$ cat src/rtl/wjos_ram.sv
// wjos_ram: generic single-port-write, single-port-read ram, registered read
// no dependencies
`timescale 1ns / 1ps
module wjos_ram #(
  parameter int Width = 8,
  parameter int Depth = 16
) (
  input  logic                     clk_i,
  input  logic                     we_i,
  input  logic [$clog2(Depth)-1:0] waddr_i,
  input  logic [Width-1:0]         wdata_i,
  input  logic [$clog2(Depth)-1:0] raddr_i,
  output logic [Width-1:0]         rdata_o
);
  logic [Width-1:0] mem_q [Depth];

  // write port and registered read
  always_ff @(posedge clk_i) begin
    if (we_i) mem_q[waddr_i] <= wdata_i;
    rdata_o <= mem_q[raddr_i];
  end
endmodule

$ cat config.mk
export PLATFORM = sky130hd
export DESIGN_NAME = wjos_ram
export DESIGN_NICKNAME = d
export VERILOG_FILES = /design/src/rtl/wjos_ram.sv
export SDC_FILE = /design/constraint.sdc
export NUM_CORES = 1
export LEC_CHECK = 0
export ABC_AREA = 1
export ABC_CLOCK_PERIOD_IN_PS = 3790
export BUFFER_PORTS_ARGS = -buffer_cell sky130_fd_sc_hd__buf_2
export CAP_MARGIN = 0
export CORE_MARGIN = 2
export CORE_UTILIZATION = 61
export CTS_BUF_LIST = sky130_fd_sc_hd__clkbuf_16
export CTS_CLUSTER_SIZE = 8
export DETAILED_ROUTE_END_ITERATION = 10
export HOLD_SLACK_MARGIN = 0.08
export PLACE_DENSITY = 0.79
export SETUP_SLACK_MARGIN = 0.1
export SLEW_MARGIN = 20
export SYNTH_ARGS = -nofsm -noshare
export SYNTH_HDL_FRONTEND = slang
export SYNTH_SLANG_ARGS = --single-unit
$ cat constraint.sdc
create_clock -name clk_i -period 3.79 [get_ports clk_i]
set_input_delay 0.758 -clock clk_i [delete_from_list [all_inputs] [get_ports clk_i]]
set_output_delay 0.758 -clock clk_i [all_outputs]
set_load 0.1 [all_outputs]
==> impl_metrics.env, run 1 <==
export IMPL_cp_required_ns=4.14
export IMPL_drv_cap=0
export IMPL_dr_total_vias=3887
export IMPL_cts_hold_buf=0
export IMPL_nets=590
export IMPL_yosysTopAreaCell="edfxtp_1"
export IMPL_clockBufferDepth=2
export IMPL_ys_warnings_count=0
export IMPL_grt_pass1_vias=3670
export IMPL_clockRootBuffer="clkbuf_16"
export IMPL_fillers=646
export IMPL_grt_total_usage_pct=26.8
export IMPL_maxSlewViolCount=0
export IMPL_slowest_delay_ns=0.78
export IMPL_syn_nets=569
export IMPL_io_pins=26
export IMPL_dr_pass1_iters=6
export IMPL_drtIter0Drc=531
export IMPL_synth_flop_cell="edfxtp_1"
export IMPL_grt_pass1_wl_mm=19.9
export IMPL_critPathMostFrequentCell="nand2_1"
export IMPL_finalWeightedCongestion=0.893
export IMPL_yosysMostFrequentCell="nand2_1"
export IMPL_yosys_top_cells_count="nand2_1, edfxtp_1, inv_1"
export IMPL_htree_levels=4
export IMPL_skew_ns=0.00521
export IMPL_critical_path_arrival_ns=2.43
export IMPL_finalWirelength_mm=12.7
export IMPL_fin_crit_sh_pct=55.1
export IMPL_yosysSeqAreaShare_pct=69.4
export IMPL_setup_violations_final=0
export IMPL_fmax_mhz=479
export IMPL_hold_viol=0
export IMPL_wire_per_inst_um=18.3
export IMPL_postCtsSetupBuffers=0
export IMPL_relSlewSlack_pct=26.5
export IMPL_cp_end_kind="register"
export IMPL_cp_max_fo=64
export IMPL_tightest_slew_ns=1.10
export IMPL_final_hold_worst_slack_ns=0.679
export IMPL_crit_family="buffers and inverters"
export IMPL_path_cells="buf_2 > inv_2 > nand2_1 > nand2_1 > nand2_1 > nand3_1 > nand3_1 > nand2_1"
export IMPL_antenna_cells=0
export IMPL_synth_cell_type_count=12
export IMPL_grt_max_degree=65
export IMPL_via_per_inst=5.58
export IMPL_cp_buffers_inverters=2
export IMPL_die_area_um2=10200
export IMPL_ys_top_cells_by_area="edfxtp_1, nand2_1, nand3_1, inv_1, dfxtp_1"
export IMPL_synth_seq_cells=136
export IMPL_netlist_area_um2=5770
export IMPL_initial_core_util_pct=62.7
export IMPL_syn_avg_cell_area_um2=10.5
export IMPL_cpMaxStageDelayCell="inv_2"
export IMPL_drive_gt1_share_pct=9.57
export IMPL_async_flop_share_pct=0
export IMPL_rsz0062_at_grt="false"
export IMPL_clk_latency_ns=0.41
export IMPL_synth_edf_count=128
export IMPL_grt_overflow=0
export IMPL_synth_top_area_share_pct=66.7
export IMPL_syn2layout_area_growth_pct=12.4
export IMPL_finalCriticalPeriod_ns=2.09
export IMPL_std_cell_rows=35
export IMPL_cts_resized=0
export IMPL_port_buffers=25
export IMPL_die_x_um=101
export IMPL_cts_buffers=17
export IMPL_status="finished, final reports clean"
export IMPL_clkSlewWorstSetupHoldPaths_ns=0.05
export IMPL_grt_antenna_before_repair=0
export IMPL_core_area_um2=9200
export IMPL_p_leak_nw=2.82
export IMPL_clock_sinks=136
export IMPL_start_kind="primary input"
export IMPL_min_path_type="register to register"
export IMPL_die_y_um=101
export IMPL_drc=0
export IMPL_ir_worst_vdd_v=0.000378
export IMPL_synthCells=551
export IMPL_drtAntennaViolNets=0
export IMPL_power_density_nw_per_um2=563
export IMPL_critPathKind="primary input to register"
export IMPL_hpwl_mm=7.32
export IMPL_setup_tns_ns=0
export IMPL_tritoncts="yes"
final timing paths:
check	from	to	slack [ns]	cells past startpoint
min	mem_q[4][6]$_DFFE_PP_	rdata_o[6]$_DFF_P_	0.68	6
min reg2reg	mem_q[4][6]$_DFFE_PP_	rdata_o[6]$_DFF_P_	0.68	6
max	raddr_i[0]	rdata_o[3]$_DFF_P_	1.70	8
max reg2reg	mem_q[0][2]$_DFFE_PP_	rdata_o[2]$_DFF_P_	2.65	6
cell type report:
class | count | area, um2 | share of cell area [%]
Sequential cell | 136 | 4000 | 61.8
Inverter | 102 | 383 | 5.91
Multi-Input combinational cell | 289 | 1210 | 18.7
Clock buffer | 17 | 425 | 6.56
Timing Repair Buffer | 26 | 133 | 2.05
Tap cell | 111 | 139 | 2.14
Clock inverter | 15 | 185 | 2.86
layout by cell type (no fill, tap or decap):
cell type | synthesis | final
nor2_1 | 17 | 17
clkinvlp_4 | 0 | 3
nand3b_1 | 2 | 2
buf_2 | 13 | 25
inv_2 | 2 | 2
bufinv_16 | 0 | 4
nand2_1 | 173 | 173
clkbuf_16 | 0 | 17
dfxtp_1 | 8 | 8
edfxtp_1 | 128 | 128
buf_4 | 4 | 1
clkinv_2 | 0 | 2
clkinv_1 | 0 | 2
inv_1 | 100 | 102
nand3_1 | 97 | 97
inv_6 | 0 | 1
clkinv_4 | 0 | 1
flip-flops by register name (all words and copies together) (netlist names):
register and flops:
rdata_o 8, mem_q 128
cells by family (layout without fill, tap and decap cells):
group / count (synthesis) / in the layout / share of synthesized area [%]
flip-flops: 136 / 136 / 69.4
buffers and inverters: 126 / 160 / 9.52
AND/OR/NAND/NOR: 289 / 289 / 21.0
per-layer routing:
metal / up-vias / track usage (%) / share of wire (%) / routed length, um
li1: 1817 / - / - / -
met1: 1825 / 35.3 / 38 / 4890
met2: 213 / 43.9 / 49 / 6270
met3: 32 / 6.76 / 9.8 / 1240
met4: 0 / 9.88 / 2.5 / 313
met5: - / 0 / 0 / 0
per-stage QoR:
step / setup slack [ns] / std cells / total power [mW] / util (%) / area, um2
floorplan: 2.08 / 551 / 1.91 / - / 5770
global placement: 1.39 / 664 / 1.98 / 63.9 / 5870
detailed placement: 1.36 / 664 / 1.98 / 63.9 / 5870
CTS: 1.75 / 696 / 3.65 / 70.5 / 6480
global route: 1.61 / 696 / 3.75 / 70.5 / 6480
finish: 1.70 / 696 / 3.65 / 70.5 / 6480
report_power, final:
| group | total (mW) | internal (mW) | switching [mW] |
|---|---|---|---|
| sequential | 1.69 | 1.68 | 0.0114 |
| combinational | 0.267 | 0.0529 | 0.214 |
| clock | 1.69 | 1.09 | 0.601 |
worst register-to-register path: cells and delay by family, from the launching register on:
| family | cells | cell delay, ns |
|---|---|---|
| and+or+nand+nor | 5 | 0.59 |
| DFF | 1 | 0.37 |
| buffers and inverters | 1 | 0.07 |
No activity file was read; power rests on OpenSTA's default activity.
==> run 2: changes to the inputs <==
- ABC_CLOCK_PERIOD_IN_PS: 3790 -> 2200
- clock period: 3.79 -> 2.2 ns (I/O delays scaled with it)
==> impl_metrics.env, run 2 (synthesis gave the netlist of run 1 again) <==
export IMPL_status="finished, final reports clean"
export IMPL_min_to="rdata_o[1]$_DFF_P_"
export IMPL_clock_power_share_pct=46.3
export IMPL_final_cell_mix="nand2_1, edfxtp_1, inv_1"
export IMPL_finalWeightedCongestion=0.861
export IMPL_drtIter0Drc=465
export IMPL_cp_end_kind="output pin"
export IMPL_internal_power_mw=4.87
export IMPL_dr_pass1_iters=5
export IMPL_fillers=620
export IMPL_tritoncts="yes"
export IMPL_rsz0062_at_grt="false"
export IMPL_setup_violations_final=0
export IMPL_drtAntennaViolNets=0
export IMPL_cp_buffers_inverters=1
export IMPL_cts_resized=0
export IMPL_r2r_start="mem_q[1][6]$_DFFE_PP_"
export IMPL_wire_per_inst_um=17.8
export IMPL_clockBufferDepth=2
export IMPL_min_delay_path_depth=3
export IMPL_clock_sinks=136
export IMPL_grt_total_usage_pct=26.4
export IMPL_finalCriticalPeriod_ns=1.66
export IMPL_clkSlewWorstSetupHoldPaths_ns=0.06
export IMPL_grt_overflow=0
export IMPL_critical_path_arrival_ns=1.22
export IMPL_cp_max_fo=1
export IMPL_min_path_type="primary input to register"
export IMPL_tightest_slew_ns=0.679
export IMPL_hpwl_mm=7.46
export IMPL_drv_cap=0
export IMPL_crit_family="buffers and inverters"
export IMPL_grt_antenna_before_repair=0
export IMPL_dp_slack_ns=0.400
export IMPL_nets=604
export IMPL_top_register="mem_q"
export IMPL_relSlewSlack_pct=54.7
export IMPL_fin_ws_ns=0.543
export IMPL_post_dp_cell_area_um2=5990
export IMPL_final_seq_area_um2=4000
export IMPL_htree_levels=4
export IMPL_start_kind="register"
export IMPL_p_switching_mw=1.42
export IMPL_r2r_end="rdata_o[6]$_DFF_P_"
export IMPL_finalWirelength_mm=12.7
export IMPL_hold_start="raddr_i[3]"
export IMPL_grt_pass1_wl_mm=19.4
export IMPL_fin_crit_sh_pct=75.3
export IMPL_finalInstanceArea_um2=6600
export IMPL_drive_gt1_share_pct=11.7
export IMPL_total_power_mw=6.30
export IMPL_clockRootBuffer="clkbuf_16"
export IMPL_r2r_cells=6
export IMPL_path_cells="buf_2"
export IMPL_via_per_inst=5.61
export IMPL_seq_power_share_pct=46.3
export IMPL_port_buffers=25
export IMPL_cts_hold_buf=0
export IMPL_initial_core_util_pct=62.7
export IMPL_largest_registers="mem_q (128), rdata_o (8)"
export IMPL_layout_commonest_cell="nand2_1"
export IMPL_p_leak_nw=2.90
export IMPL_die_y_um=101
export IMPL_cp_required_ns=1.76
export IMPL_drc=0
export IMPL_cts_buffers=17
export IMPL_std_cell_rows=35
export IMPL_dr_total_vias=3981
export IMPL_power_density_nw_per_um2=954
export IMPL_antenna_cells=0
export IMPL_rrSetupSlack_ns=1.10
export IMPL_maxSlewViolCount=0
export IMPL_skew_ns=0.0192
export IMPL_grt_max_degree=65
export IMPL_largest_reg_flops=128
export IMPL_critPathKind="register to output pin"
export IMPL_slowest_delay_ns=0.44
export IMPL_multi_input_area_um2=1210
export IMPL_power_frac_comb_pct=7.4
export IMPL_syn2layout_area_growth_pct=14.5
export IMPL_fmax_mhz=604
export IMPL_ir_worst_vdd_v=0.000598
export IMPL_clk_latency_ns=0.42
export IMPL_hold_viol=0
export IMPL_die_area_um2=10200
export IMPL_core_area_um2=9200
export IMPL_die_x_um=101
export IMPL_p_sw_share_pct=22.6
export IMPL_io_pins=26
export IMPL_grt_pass1_vias=3735
export IMPL_cpMaxStageDelayCell="buf_2"
export IMPL_setup_tns_ns=0
export IMPL_postCtsSetupBuffers=0
-- run 2: cell count changes in the layout (fill, tap and decap cells not counted), sizes merged --
cell / delta
clkinvlp: -1
inv: -1
clkinv: +2
buf: +14
-- run 2: final cells by class --
type / instances / share of cell area [%]
clock buffers: 17 / 6.44
clock inverters: 15 / 2.82
inverters: 102 / 5.80
multi-input cells: 289 / 18.4
flip-flops and latches: 136 / 60.7
well taps: 111 / 2.10
repair buffers: 40 / 3.79
-- run 2: layer usage --
| metal | global-route usage (%) | routed length (um) | vias to the layer above |
|---|---|---|---|
| li1 | - | - | 1847 |
| met1 | 34.6 | 5100 | 1886 |
| met2 | 42.1 | 6240 | 218 |
| met3 | 6.63 | 1000 | 30 |
| met4 | 11.9 | 328 | 0 |
| met5 | 0 | 0 | - |
-- run 2: per-stage QoR --
stage	hold slack [ns]	cells	util [%]
final	0.377	710	71.8
after global routing	0.380	710	71.8
after CTS	0.368	710	71.8
after detailed placement	0.680	678	65.1
after global placement	0.642	678	65.1
after floorplan	0.539	551	-
-- run 2: power by group through the flow --
stage | Sequential [mW] | Clock, mW | Combinational [mW]
2_1_floorplan | 3.09 | 0 | 0.204
3_3_place_gp | 2.97 | 0 | 0.449
3_5_place_dp | 2.97 | 0 | 0.457
4_1_cts | 2.92 | 2.93 | 0.462
5_1_grt | 2.92 | 3.04 | 0.498
6_report | 2.92 | 2.91 | 0.465
-- run 2: worst max-delay path by stage --
stage | start | to | slack [ns] | cells past startpoint
global placement | raddr_i[0] | rdata_o[7]$_DFF_P_ | 0.46 | 7
finish | rdata_o[3]$_DFF_P_ | rdata_o[3] | 0.54 | 1
CTS | rdata_o[3]$_DFF_P_ | rdata_o[3] | 0.53 | 1
global route | rdata_o[3]$_DFF_P_ | rdata_o[3] | 0.53 | 1
detailed placement | raddr_i[0] | rdata_o[4]$_DFF_P_ | 0.40 | 7
floorplan | waddr_i[2] | mem_q[10][0]$_DFFE_PP_ | 0.81 | 2
==> run 3: changes to the inputs <==
- ABC_CLOCK_PERIOD_IN_PS: 2200 -> 1400
- CORE_UTILIZATION: 61 -> 55
- PLACE_DENSITY: 0.79 -> 0.75
- clock period: 2.2 -> 1.4 ns (I/O delays scaled with it)
==> impl_metrics.env, run 3 (synthesis gave the netlist of run 1 again) <==
export IMPL_status="finished, final reports clean"
export IMPL_clockBufferDepth=2
export IMPL_grt_max_degree=34
export IMPL_antenna_cells=0
export IMPL_port_buffers=25
export IMPL_htree_levels=4
export IMPL_drive_gt1_share_pct=14.5
export IMPL_final_cell_mix="nand2_1, edfxtp_1, inv_1"
export IMPL_clk_latency_ns=0.42
export IMPL_total_power_mw=9.83
export IMPL_rsz0062_at_grt="false"
export IMPL_grtUsageMet2_pct=41.8
export IMPL_fillers=767
export IMPL_drv_cap=0
export IMPL_top_register="mem_q"
export IMPL_ir_worst_vdd_v=0.000808
export IMPL_clockRootBuffer="clkbuf_16"
export IMPL_fmax_mhz=792
export IMPL_grt_util_met3_pct=6.56
export IMPL_largest_registers="mem_q (128), rdata_o (8)"
export IMPL_p_leak_nw=3.01
export IMPL_fin_ws_ns=0.137
export IMPL_initial_core_util_pct=56.4
export IMPL_cp_required_ns=1.12
export IMPL_crit_path_start="rdata_o[1]$_DFF_P_"
export IMPL_tritoncts="yes"
export IMPL_gr_usage_met1_pct=31.5
export IMPL_syn2layout_area_growth_pct=18.8
export IMPL_skew_ns=0.0109
export IMPL_r2r_cells=6
export IMPL_largest_reg_flops=128
export IMPL_clkSlewWorstSetupHoldPaths_ns=0.06
export IMPL_grt_total_usage_pct=25.1
export IMPL_cpMaxStageDelayCell="dfxtp_1"
export IMPL_hold_start="wdata_i[3]"
export IMPL_die_y_um=106
export IMPL_relSlewSlack_pct=71.7
export IMPL_finalWeightedCongestion=0.857
export IMPL_tightest_slew_ns=0.425
export IMPL_start_kind="register"
export IMPL_dp_slack_ns=0.0485
export IMPL_slowest_delay_ns=0.36
export IMPL_setup_tns_ns=0
export IMPL_grt_pass1_vias=3978
export IMPL_min_delay_path_depth=1
export IMPL_critPathKind="register to output pin"
export IMPL_cp_buffers_inverters=1
export IMPL_grt_overflow=0
export IMPL_die_x_um=106
export IMPL_hold_viol=0
export IMPL_grt_pass1_wl_mm=20.7
export IMPL_rrSetupSlack_ns=0.36
export IMPL_dr_total_vias=3904
export IMPL_setup_violations_final=0
export IMPL_nets=620
export IMPL_die_area_um2=11300
export IMPL_path_cells="buf_8"
export IMPL_drtAntennaViolNets=0
export IMPL_std_cell_rows=37
export IMPL_critical_path_arrival_ns=0.98
export IMPL_min_path_type="primary input to register"
export IMPL_core_area_um2=10200
export IMPL_hpwl_mm=8.21
export IMPL_clock_sinks=136
export IMPL_via_per_inst=5.20
export IMPL_cts_hold_buf=0
export IMPL_r2r_end="rdata_o[5]$_DFF_P_"
export IMPL_cts_buffers=17
export IMPL_maxSlewViolCount=0
export IMPL_cp_end_kind="output pin"
export IMPL_layout_commonest_cell="nand2_1"
export IMPL_finalWirelength_mm=13.2
export IMPL_fin_crit_sh_pct=90.2
export IMPL_dr_pass1_iters=5
export IMPL_grt_busiest_layer="met2"
export IMPL_cp_max_fo=1
export IMPL_grt_antenna_before_repair=0
export IMPL_fin_util_pct=66.9
export IMPL_power_density_nw_per_um2=1440
export IMPL_r2r_start="mem_q[1][5]$_DFFE_PP_"
export IMPL_min_to="mem_q[1][3]$_DFFE_PP_"
export IMPL_drtIter0Drc=271
export IMPL_wire_per_inst_um=17.5
export IMPL_finalCriticalPeriod_ns=1.26
export IMPL_drc=0
export IMPL_crit_family="flip-flops"
export IMPL_io_pins=26
## run 3: report_power, final
part | internal (mW) | total, mW | switching [mW] | leakage (nW)
Sequential | 4.56 | 4.60 | 0.0412 | 1.22
Clock | 2.77 | 4.40 | 1.63 | 0.287
Combinational | 0.244 | 0.833 | 0.589 | 1.50
Total | 7.57 | 9.83 | 2.26 | 3.01
## run 3: layout make-up
class	count	area, um2	share of cell area, %
Inverter	102	383	5.59
Tap cell	136	170	2.48
Sequential cell	136	4010	58.5
Clock inverter	15	161	2.36
Timing Repair Buffer	56	488	7.12
Multi-Input combinational cell	289	1210	17.7
Clock buffer	17	425	6.21
## run 3: repair_timing
action,CTS,global route
endpoints found under the setup margin,8,6
buffers inserted,0,0
cloned,0,0
resized for setup,17,9
## run 3: through the flow
step | hold slack, ns | instances | instance area, um2
after global placement | 0.648 | 719 | 6180
after detailed placement | 0.678 | 719 | 6180
after global routing | 0.285 | 751 | 6850
after floorplan | 0.379 | 551 | 5770
after CTS | 0.278 | 751 | 6820
final | 0.281 | 751 | 6850
## run 3: worst max-delay path by stage
| stage | to | slack [ns] | cells after the start |
|---|---|---|---|
| after floorplan | mem_q[10][0]$_DFFE_PP_ | 0.17 | 2 |
| after global placement | rdata_o[5]$_DFF_P_ | 0.09 | 8 |
| after detailed placement | rdata_o[5]$_DFF_P_ | 0.05 | 7 |
| after CTS | rdata_o[3] | 0.007 | 1 |
| after global routing | rdata_o[1] | 0.11 | 1 |
| final | rdata_o[1] | 0.14 | 1 |
## run 3: metal layers
layer | vias to the layer above | wire [um]
li1 | 1875 | -
met1 | 1833 | 5340
met2 | 169 | 6580
met3 | 27 | 961
met4 | 0 | 286
met5 | - | 0
